==> config.mk <==
export PLATFORM = sky130hd
export DESIGN_NAME = motor_speed_pid_loop_flat
export DESIGN_NICKNAME = d
export VERILOG_FILES = /design/src/hdl/mspl_pkg.sv /design/src/hdl/mspl_if.sv /design/src/hdl/motor_speed_pid_loop.sv /design/src/flat_wrapper.sv
export SDC_FILE = /design/constraint.sdc
export NUM_CORES = 2
export LEC_CHECK = 0
export ABC_AREA = 1
export BUFFER_PORTS_ARGS = -buffer_cell sky130_fd_sc_hd__buf_2
export CAP_MARGIN = 15
export CORE_MARGIN = 1.5
export CORE_UTILIZATION = 38
export DETAILED_ROUTE_END_ITERATION = 12
export PLACE_DENSITY = 0.5
export SLEW_MARGIN = 20
export SYNTH_ARGS = -nofsm -noshare
export SYNTH_HDL_FRONTEND = slang
export SYNTH_SLANG_ARGS = --single-unit
==> constraint.sdc <==
create_clock -name clk -period 13.5 [get_ports clk]
set_input_delay 2.025 -clock clk [delete_from_list [all_inputs] [get_ports clk]]
set_output_delay 2.025 -clock clk [all_outputs]
set_load 0.03 [all_outputs]
==> src/hdl/mspl_pkg.sv <==
package mspl_pkg;

  localparam int ACC_W  = 68;
  localparam int GAIN_W = 24;
  localparam int CFG_W  = 31;
  localparam int IDX_W  = 3;
  localparam int CNT_W  = 5;

  localparam logic [IDX_W-1:0] REG_RPM_PER_COUNT  = 3'd0;
  localparam logic [IDX_W-1:0] REG_KP_GAIN        = 3'd1;
  localparam logic [IDX_W-1:0] REG_KI_DT_GAIN     = 3'd2;
  localparam logic [IDX_W-1:0] REG_KD_RATE_GAIN   = 3'd3;
  localparam logic [IDX_W-1:0] REG_INTEGRAL_LIMIT = 3'd4;
  localparam logic [IDX_W-1:0] REG_OUTPUT_LIMIT   = 3'd5;
  localparam logic [IDX_W-1:0] REG_MAX_SPEED      = 3'd6;
  localparam logic [IDX_W-1:0] REG_PWM_FULL_SCALE = 3'd7;

  localparam logic [CNT_W-1:0] MUL_LAST = 5'd23;
  localparam logic [CNT_W-1:0] DIV_LAST = 5'd31;

  typedef enum logic [3:0] {
    S_IDLE,
    S_MUL_SPD,
    S_ERR,
    S_SUM,
    S_MUL_P,
    S_MUL_I,
    S_MUL_D,
    S_LIMIT,
    S_MUL_PWM,
    S_DIV_LD,
    S_DIV,
    S_OUT
  } state_t;

endpackage

==> src/hdl/mspl_if.sv <==
interface mspl_in_if #(parameter int COUNT_WIDTH = 16);
  logic                          valid;
  logic                          ready;
  logic signed [COUNT_WIDTH-1:0] encoder_count;
  logic signed [15:0]            setpoint_rpm;
  modport source (output valid, encoder_count, setpoint_rpm, input ready);
  modport sink (input valid, encoder_count, setpoint_rpm, output ready);
endinterface

interface mspl_out_if;
  logic               valid;
  logic               ready;
  logic signed [18:0] measured_rpm;
  logic signed [16:0] drive_rpm;
  logic        [15:0] pwm_forward;
  logic        [15:0] pwm_reverse;
  modport source (output valid, measured_rpm, drive_rpm, pwm_forward, pwm_reverse,
                  input ready);
  modport sink (input valid, measured_rpm, drive_rpm, pwm_forward, pwm_reverse,
                output ready);
endinterface

==> src/hdl/motor_speed_pid_loop.sv <==
// channel  dir  payload                                          handshake
// in_ch    in   encoder_count, setpoint_rpm                      valid/ready
// out_ch   out  measured_rpm, drive_rpm, pwm_forward, pwm_reverse valid/ready
// cfg_     in   cfg_index, cfg_wdata                             cfg_we
//
// A new request is taken only once the last result has left: five bit-serial
// multiplies on one shared shift-add unit, a restoring divider, and four
// one-state steps. out_ch.valid rises after the divider finishes. in_ch.ready
// is high only when idle.
// Reset (synchronous, rst_n low) loads register defaults and clears state.
// A stalled result holds in the output registers until out_ch.ready.
module motor_speed_pid_loop #(
  parameter int COUNT_WIDTH = 16
) (
  input  logic                        clk,
  input  logic                        rst_n,
  mspl_in_if.sink                     in_ch,
  mspl_out_if.source                  out_ch,
  input  logic                        cfg_we,
  input  logic [mspl_pkg::IDX_W-1:0]  cfg_index,
  input  logic [mspl_pkg::CFG_W-1:0]  cfg_wdata
);
  import mspl_pkg::*;

  state_t state_r, state_nxt;

  logic [23:0] rpm_r, kp_r, ki_r, kd_r;
  logic [30:0] ilim_r;
  logic [15:0] olim_r, ms_r, pfs_r;

  logic signed [ACC_W-1:0] acc_r, a_r;
  logic        [GAIN_W-1:0] b_r;
  logic        [CNT_W-1:0]  cnt_r;
  logic signed [31:0]       err_r, last_r, sum_r;
  logic signed [15:0]       tgt_r;
  logic signed [18:0]       meas_r;
  logic signed [16:0]       drive_r;
  logic        [31:0]       q_r;
  logic        [16:0]       rem_r;
  logic signed [18:0]       o_meas_r;
  logic signed [16:0]       o_drive_r;
  logic        [15:0]       o_fwd_r, o_rev_r;

  logic mul_done, div_done;
  assign mul_done = (cnt_r == MUL_LAST);
  assign div_done = (cnt_r == DIV_LAST);

  always_comb begin
    state_nxt = state_r;
    case (state_r)
      S_IDLE:    if (in_ch.valid) state_nxt = S_MUL_SPD;
      S_MUL_SPD: if (mul_done) state_nxt = S_ERR;
      S_ERR:     state_nxt = S_SUM;
      S_SUM:     state_nxt = S_MUL_P;
      S_MUL_P:   if (mul_done) state_nxt = S_MUL_I;
      S_MUL_I:   if (mul_done) state_nxt = S_MUL_D;
      S_MUL_D:   if (mul_done) state_nxt = S_LIMIT;
      S_LIMIT:   state_nxt = S_MUL_PWM;
      S_MUL_PWM: if (mul_done) state_nxt = S_DIV_LD;
      S_DIV_LD:  state_nxt = S_DIV;
      S_DIV:     if (div_done) state_nxt = S_OUT;
      S_OUT:     if (out_ch.ready) state_nxt = S_IDLE;
      default:   state_nxt = S_IDLE;
    endcase
  end

  always_comb begin
    in_ch.ready  = (state_r == S_IDLE);
    out_ch.valid = (state_r == S_OUT);
  end

  assign out_ch.measured_rpm = o_meas_r;
  assign out_ch.drive_rpm    = o_drive_r;
  assign out_ch.pwm_forward  = o_fwd_r;
  assign out_ch.pwm_reverse  = o_rev_r;

  // speed / error / integral clamp / output limit / drive / divider step
  logic signed [ACC_W-1:0] spd, mt, ev, sv, lim, olim, cl, dt, msx, mag;
  logic signed [18:0] meas_c;
  logic signed [31:0] err_c, sum_c;
  logic signed [16:0] drive_c;
  logic        [16:0] rem2;
  logic               qbit;

  always_comb begin
    spd = acc_r >>> 8;
    mt  = (spd + (spd[ACC_W-1] ? ACC_W'(255) : ACC_W'(0))) >>> 8;
    if (mt > ACC_W'(262143))
      meas_c = 19'sd262143;
    else if (mt < -ACC_W'(262144))
      meas_c = -19'sd262144;
    else
      meas_c = mt[18:0];
    ev = (ACC_W'(tgt_r) <<< 8) - spd;
    if (ev > ACC_W'(33'sh0_7FFF_FFFF))
      err_c = 32'sh7FFF_FFFF;
    else if (ev < -ACC_W'(33'sh0_8000_0000))
      err_c = 32'sh8000_0000;
    else
      err_c = ev[31:0];

    lim = $signed(ACC_W'(ilim_r));
    sv  = ACC_W'(sum_r) + ACC_W'(err_r);
    if (sv > lim)
      sum_c = lim[31:0];
    else if (sv < -lim)
      sum_c = 32'(-lim);
    else
      sum_c = sv[31:0];

    olim = $signed(ACC_W'({olim_r, 24'd0}));
    if (acc_r > olim)
      cl = olim;
    else if (acc_r < -olim)
      cl = -olim;
    else
      cl = acc_r;
    dt  = (cl + (cl[ACC_W-1] ? ACC_W'(25'sh0FF_FFFF) : ACC_W'(0))) >>> 24;
    msx = $signed(ACC_W'(ms_r));
    if (dt > msx)
      drive_c = msx[16:0];
    else if (dt < -msx)
      drive_c = 17'(-msx);
    else
      drive_c = dt[16:0];
    mag = drive_r[16] ? -ACC_W'(drive_r) : ACC_W'(drive_r);

    rem2 = {rem_r[15:0], q_r[31]};
    qbit = (rem2 >= {1'b0, ms_r});
  end

  always_ff @(posedge clk) begin
    if (!rst_n) begin
      state_r <= S_IDLE;
      rpm_r   <= 24'd297891;
      kp_r    <= 24'd262144;
      ki_r    <= 24'd3277;
      kd_r    <= 24'd327680;
      ilim_r  <= 31'd17049600;
      olim_r  <= 16'd333;
      ms_r    <= 16'd333;
      pfs_r   <= 16'd3199;
      sum_r   <= '0;
      last_r  <= '0;
      cnt_r   <= '0;
    end else begin
      state_r <= state_nxt;
      if (cfg_we) begin
        case (cfg_index)
          REG_RPM_PER_COUNT:  rpm_r  <= cfg_wdata[23:0];
          REG_KP_GAIN:        kp_r   <= cfg_wdata[23:0];
          REG_KI_DT_GAIN:     ki_r   <= cfg_wdata[23:0];
          REG_KD_RATE_GAIN:   kd_r   <= cfg_wdata[23:0];
          REG_INTEGRAL_LIMIT: ilim_r <= cfg_wdata;
          REG_OUTPUT_LIMIT:   olim_r <= cfg_wdata[15:0];
          REG_MAX_SPEED:      ms_r   <= cfg_wdata[15:0];
          REG_PWM_FULL_SCALE: pfs_r  <= cfg_wdata[15:0];
          default: ;
        endcase
      end
      case (state_r)
        S_IDLE: begin
          if (in_ch.valid) begin
            a_r   <= ACC_W'(in_ch.encoder_count);
            b_r   <= rpm_r;
            tgt_r <= in_ch.setpoint_rpm;
            acc_r <= '0;
            cnt_r <= '0;
          end
        end
        S_MUL_SPD, S_MUL_P, S_MUL_I, S_MUL_D, S_MUL_PWM: begin
          acc_r <= acc_r + (b_r[0] ? a_r : '0);
          cnt_r <= mul_done ? '0 : cnt_r + 1'b1;
          if (mul_done && state_r == S_MUL_P) begin
            a_r <= ACC_W'(sum_r);
            b_r <= ki_r;
          end else if (mul_done && state_r == S_MUL_I) begin
            a_r <= ACC_W'(err_r) - ACC_W'(last_r);
            b_r <= kd_r;
          end else begin
            a_r <= a_r <<< 1;
            b_r <= b_r >> 1;
          end
          if (mul_done && state_r == S_MUL_D) last_r <= err_r;
        end
        S_ERR: begin
          meas_r <= meas_c;
          err_r  <= err_c;
        end
        S_SUM: begin
          sum_r <= sum_c;
          a_r   <= ACC_W'(err_r);
          b_r   <= kp_r;
          acc_r <= '0;
          cnt_r <= '0;
        end
        S_LIMIT: begin
          drive_r <= drive_c;
        end
        S_DIV_LD: begin
          a_r   <= mag;
          q_r   <= acc_r[31:0];
          rem_r <= '0;
          cnt_r <= '0;
        end
        S_DIV: begin
          rem_r <= qbit ? rem2 - {1'b0, ms_r} : rem2;
          q_r   <= {q_r[30:0], qbit};
          cnt_r <= div_done ? '0 : cnt_r + 1'b1;
          if (div_done) begin
            o_meas_r  <= meas_r;
            o_drive_r <= drive_r;
            o_fwd_r   <= (!drive_r[16] && drive_r != '0) ? {q_r[14:0], qbit} : '0;
            o_rev_r   <= drive_r[16] ? {q_r[14:0], qbit} : '0;
          end
        end
        default: ;
      endcase
      if (state_r == S_LIMIT) begin
        a_r   <= ACC_W'(drive_c[16] ? -ACC_W'(drive_c) : ACC_W'(drive_c));
        b_r   <= GAIN_W'(pfs_r);
        acc_r <= '0;
        cnt_r <= '0;
      end
    end
  end

  a_no_overlap: assert property (@(posedge clk) disable iff (!rst_n)
    !(in_ch.ready && out_ch.valid))
    else $error("ready and valid together");

  a_start: assert property (@(posedge clk) disable iff (!rst_n)
    (in_ch.valid && in_ch.ready) |=> (state_r == S_MUL_SPD))
    else $error("request did not start multiply");

  a_one_side: assert property (@(posedge clk) disable iff (!rst_n)
    out_ch.valid |-> (out_ch.pwm_forward == '0 || out_ch.pwm_reverse == '0))
    else $error("both pwm channels active");

endmodule

==> src/flat_wrapper.sv <==
// flat-port wrapper written by rule: the top's interface ports become plain ports
module motor_speed_pid_loop_flat import mspl_pkg::*;
#(
  parameter int COUNT_WIDTH = 16
)
  (clk, rst_n, cfg_we, cfg_index, cfg_wdata, in_ch_valid, in_ch_encoder_count, in_ch_setpoint_rpm, in_ch_ready, out_ch_valid, out_ch_measured_rpm, out_ch_drive_rpm, out_ch_pwm_forward, out_ch_pwm_reverse, out_ch_ready);
  mspl_in_if #(.COUNT_WIDTH(COUNT_WIDTH)) in_ch_i ();
  mspl_out_if out_ch_i ();
  input  logic clk;
  input  logic rst_n;
  input  logic cfg_we;
  input  logic [mspl_pkg::IDX_W-1:0] cfg_index;
  input  logic [mspl_pkg::CFG_W-1:0] cfg_wdata;
  input wire logic [$bits(in_ch_i.valid)-1:0] in_ch_valid;
  input wire logic [$bits(in_ch_i.encoder_count)-1:0] in_ch_encoder_count;
  input wire logic [$bits(in_ch_i.setpoint_rpm)-1:0] in_ch_setpoint_rpm;
  output wire logic [$bits(in_ch_i.ready)-1:0] in_ch_ready;
  output wire logic [$bits(out_ch_i.valid)-1:0] out_ch_valid;
  output wire logic [$bits(out_ch_i.measured_rpm)-1:0] out_ch_measured_rpm;
  output wire logic [$bits(out_ch_i.drive_rpm)-1:0] out_ch_drive_rpm;
  output wire logic [$bits(out_ch_i.pwm_forward)-1:0] out_ch_pwm_forward;
  output wire logic [$bits(out_ch_i.pwm_reverse)-1:0] out_ch_pwm_reverse;
  input wire logic [$bits(out_ch_i.ready)-1:0] out_ch_ready;
  assign in_ch_i.valid = in_ch_valid;
  assign in_ch_i.encoder_count = in_ch_encoder_count;
  assign in_ch_i.setpoint_rpm = in_ch_setpoint_rpm;
  assign in_ch_ready = in_ch_i.ready;
  assign out_ch_valid = out_ch_i.valid;
  assign out_ch_measured_rpm = out_ch_i.measured_rpm;
  assign out_ch_drive_rpm = out_ch_i.drive_rpm;
  assign out_ch_pwm_forward = out_ch_i.pwm_forward;
  assign out_ch_pwm_reverse = out_ch_i.pwm_reverse;
  assign out_ch_i.ready = out_ch_ready;
  motor_speed_pid_loop #(.COUNT_WIDTH(COUNT_WIDTH)) u_core (.clk(clk), .rst_n(rst_n), .in_ch(in_ch_i), .out_ch(out_ch_i), .cfg_we(cfg_we), .cfg_index(cfg_index), .cfg_wdata(cfg_wdata));
endmodule
==> flow_summary.toml <==
[hold_path]
hold_end = "u_core.out_ch.measured_rpm[1]"
hold_start = "u_core.meas_r[1]"
worst_hold_path_type = "flip-flop to flip-flop"
hold-path-cell-count = 0

[synthesis]
yosys-top-cells-area = "edfxtp_1 (22%), ha_1 (12%), nand2_1 (12%)"
synth.distinct_cells = 73
synth_top_area_cell = "edfxtp_1"
avgSynthCellArea_um2 = 7.18
synth_edf_count = 360
synth_fp_nets = 7280
ys_seq_elements = 608
postSynthCellCount = 6741
yosysSeqAreaShare = 0.326
synth.top_cell.area_share = 0.223
synth_area_um2 = 48400
synth_ff_type = "edfxtp_1"
async_flop_share = 0
yosys_warnings = 0

[critical_path]
reg2reg_depth = 66
r2r-end = "u_core.a_r[14]"
critPathMaxFanout = 32
endpoint_kind = "flip-flop"
crit_type = "flip-flop to flip-flop"
crit_path_top_delay_cell = "nor3_1"
cpPeakStageDelay_ns = 0.67
required_ns = 13.93
critPathLaunchType = "flip-flop"
r2r_setup_slack_ns = 2.59
r2r_start = "u_core.olim_r[0]"
timing.critical_path.mode_cell = "nand2_1"
crit_arrival_ns = 11.34

[placed_design]
dpl_cell_area_um2 = 50600
placed_cells = 8357
place_ws_ns = 2.70
port_buffers = 140
dp_hpwl_mm = 142
place.gp.congestion = 0.951

[cts]
cts_root_buf = "clkbuf_16"
clk_path_buf_depth = 3
cts_setup_buffers = 0
tritoncts = "done"
cts_buffers = 79
clk-insertion-delay-late_ns = 0.72
holdBufCountCts = 0
cts.sink_count = 608
cts_max_level = 3
cts_resized = 0
clkSlewWorstSetupHoldPaths_ns = 0.06

[global_route]
grt_pass1_wl_mm = 276
grtUsageTotal = 0.279
grt_max_degree = 88
first_global_vias = 43600
globalRouteOverflowTotal = 0
antenna_found_initial = 8

[pwr]
total_power_mw = 11.9
powerDensity_nw_per_um2 = 222
ir_worst_vdd_mv = 0.141
leakagePower_nw = 24.7

[routing]
viasPerCell = 5.41
drcViolationCount = 0
wl_per_cell_um = 21.8
vias = 46000
ant_nets = 0
dr.first_iter.drc_count = 4105
dr.pass1.iters = 6
route.final.wire_length_mm = 185

[sta]
rsz0062_at_grt = "false"
slew_violations = 0
finalCriticalPeriod_ns = 10.91
tightest_slew_ns = 1.21
slew-limit-headroom = 0.190
fin_crit_sh = 0.808
finalSetupViolations = 0
finalClockSkew_ns = 0.0403
setup_tns_ns = 0
timing.final.ws_setup_ns = 2.59
whs_ns = 0.399
finalHoldViolCount = 0
clock.fmax_ghz = 0.0917

[floorplanning]
dieHeight_um = 360
floorplan.initialDensity = 0.384
die-area_um2 = 129000
io_pins = 141
row_count = 130
die_x_um = 360
core_area_um2 = 126000

[layout]
design_area_um2 = 53300
instances_no_fill = 8503
syn_to_final_growth_pct = 10.3
nets = 7327
drive_above_1_share = 0.0736
multi_input_area_um2 = 28600
regArea_um2 = 15800
fillers = 13300
final_util = 0.424

[status]
status = "finished clean"

[job]
cap_viol_max_count = 0
[placed cells by master (no fill, tap or decap), types with 30 or more instances in the layout]
| master | count |
|---|---|
| nand2_1 | 1537 |
| inv_1 | 799 |
| nor2_1 | 689 |
| a21oi_1 | 596 |
| o21ai_0 | 495 |
| ha_1 | 464 |
| edfxtp_1 | 360 |
| nand3_1 | 297 |
| dfxtp_1 | 247 |
| xor2_1 | 155 |
| buf_2 | 139 |
| o211ai_1 | 117 |
| nor3_1 | 105 |
| nand4_1 | 89 |
| clkbuf_16 | 85 |
| a31oi_1 | 65 |
| xnor2_1 | 55 |
| buf_4 | 52 |
| or2_2 | 42 |
| nand2_2 | 38 |
| o21ai_1 | 30 |
[sequential cells by signal, indices dropped and copies added (netlist names), 31 cells and up]
name and flops:
u_core.acc_r 68, u_core.ilim_r 31, u_core.q_r 32, u_core.sum_r 32, u_core.a_r 68, u_core.last_r 32, u_core.err_r 32
[layout make-up]
class                           count  area share
Multi-Input combinational cell   5084       0.537
Sequential cell                   608       0.296
Inverter                          823      0.0579
Clock buffer                      104      0.0422
Tap cell                         1650      0.0387
Timing Repair Buffer              192      0.0206
Clock inverter                     41     0.00807
Antenna cell                        1   0.0000469
[logic make-up (layout without fill, tap and decap cells)]
family                   after synthesis  in the layout  synth area share
AND/OR/NAND/NOR                     2926           2926             0.258
AO/OA/AOI/OAI                       1479           1479             0.172
buffers and inverters               1049           1160            0.0846
flip-flops                           608            608             0.326
adder cells (fa/ha/maj)              468            468             0.122
XOR/XNOR                             211            211            0.0386
other                                  0              1                 0
[cells in the mapped netlist (4+ instances only)]
master        n
nand3b_1     19
buf_1        18
xor2_1      155
o21ai_0     495
o21a_1       27
nand4_1      89
a21o_1       12
o21bai_1     14
a211oi_1     22
o221ai_1     16
nor4_1       18
nand2_2      35
buf_2         8
o2111ai_1    11
xnor2_1      55
buf_6         9
fa_1          4
a21boi_0     17
nor3_1      109
nor3b_1       5
nand2_1    1542
inv_1       801
nor2_1      696
o211ai_1    117
nor3_2        5
clkinv_1      7
nor2_2       25
dfxtp_1     248
nand3_2       6
o31ai_1       8
nor2_4       13
nand3_1     298
ha_1        464
inv_2        15
nand2_4       9
o21ai_1      30
o22ai_1       5
buf_4         4
clkbuf_1    181
a21oi_1     598
edfxtp_1    360
a31oi_1      65
a2111oi_0     5
or2_2        42
a221oi_1     17
[how the worst max path moves through the flow]
stage	from	endpoint	slack, ns	depth (start not counted)
6_report	u_core.olim_r[0]	u_core.a_r[14]	2.59	66
5_1_grt	u_core.olim_r[0]	u_core.a_r[14]	1.41	67
4_1_cts	u_core.olim_r[0]	u_core.a_r[14]	2.63	66
3_5_place_dp	u_core.olim_r[0]	u_core.a_r[14]	2.70	66
3_3_place_gp	u_core.olim_r[0]	u_core.a_r[14]	2.88	66
2_1_floorplan	u_core.olim_r[0]	u_core.a_r[14]	4.28	68
[routing by layer]
layer	vias to the layer above	GRT usage	part of all wire
li1	22900	-	-
met1	21600	0.367	0.44
met2	1217	0.467	0.47
met3	280	0.0349	0.051
met4	6	0.0993	0.037
met5	-	0	0.00022
[where the power goes]
| part | internal [mW] | switching, mW | leakage (nW) |
|---|---|---|---|
| sequential | 2.54 | 0.456 | 5.35 |
| combinational | 2.05 | 4.58 | 18.0 |
| clock | 1.28 | 0.943 | 1.30 |
| total | 5.88 | 5.98 | 24.7 |
[critical path: cells and delay by family (launching register included)]
| kind | cells | cell delay (ns) |
|---|---|---|
| simple gates | 42 | 5.85 |
| fa+ha+maj | 5 | 1.50 |
| compound gates | 9 | 1.37 |
| buf+inv | 9 | 0.99 |
| xor+xnor | 1 | 0.48 |
| flops | 1 | 0.35 |
Note: power is estimated with default switching activity, not from simulation.
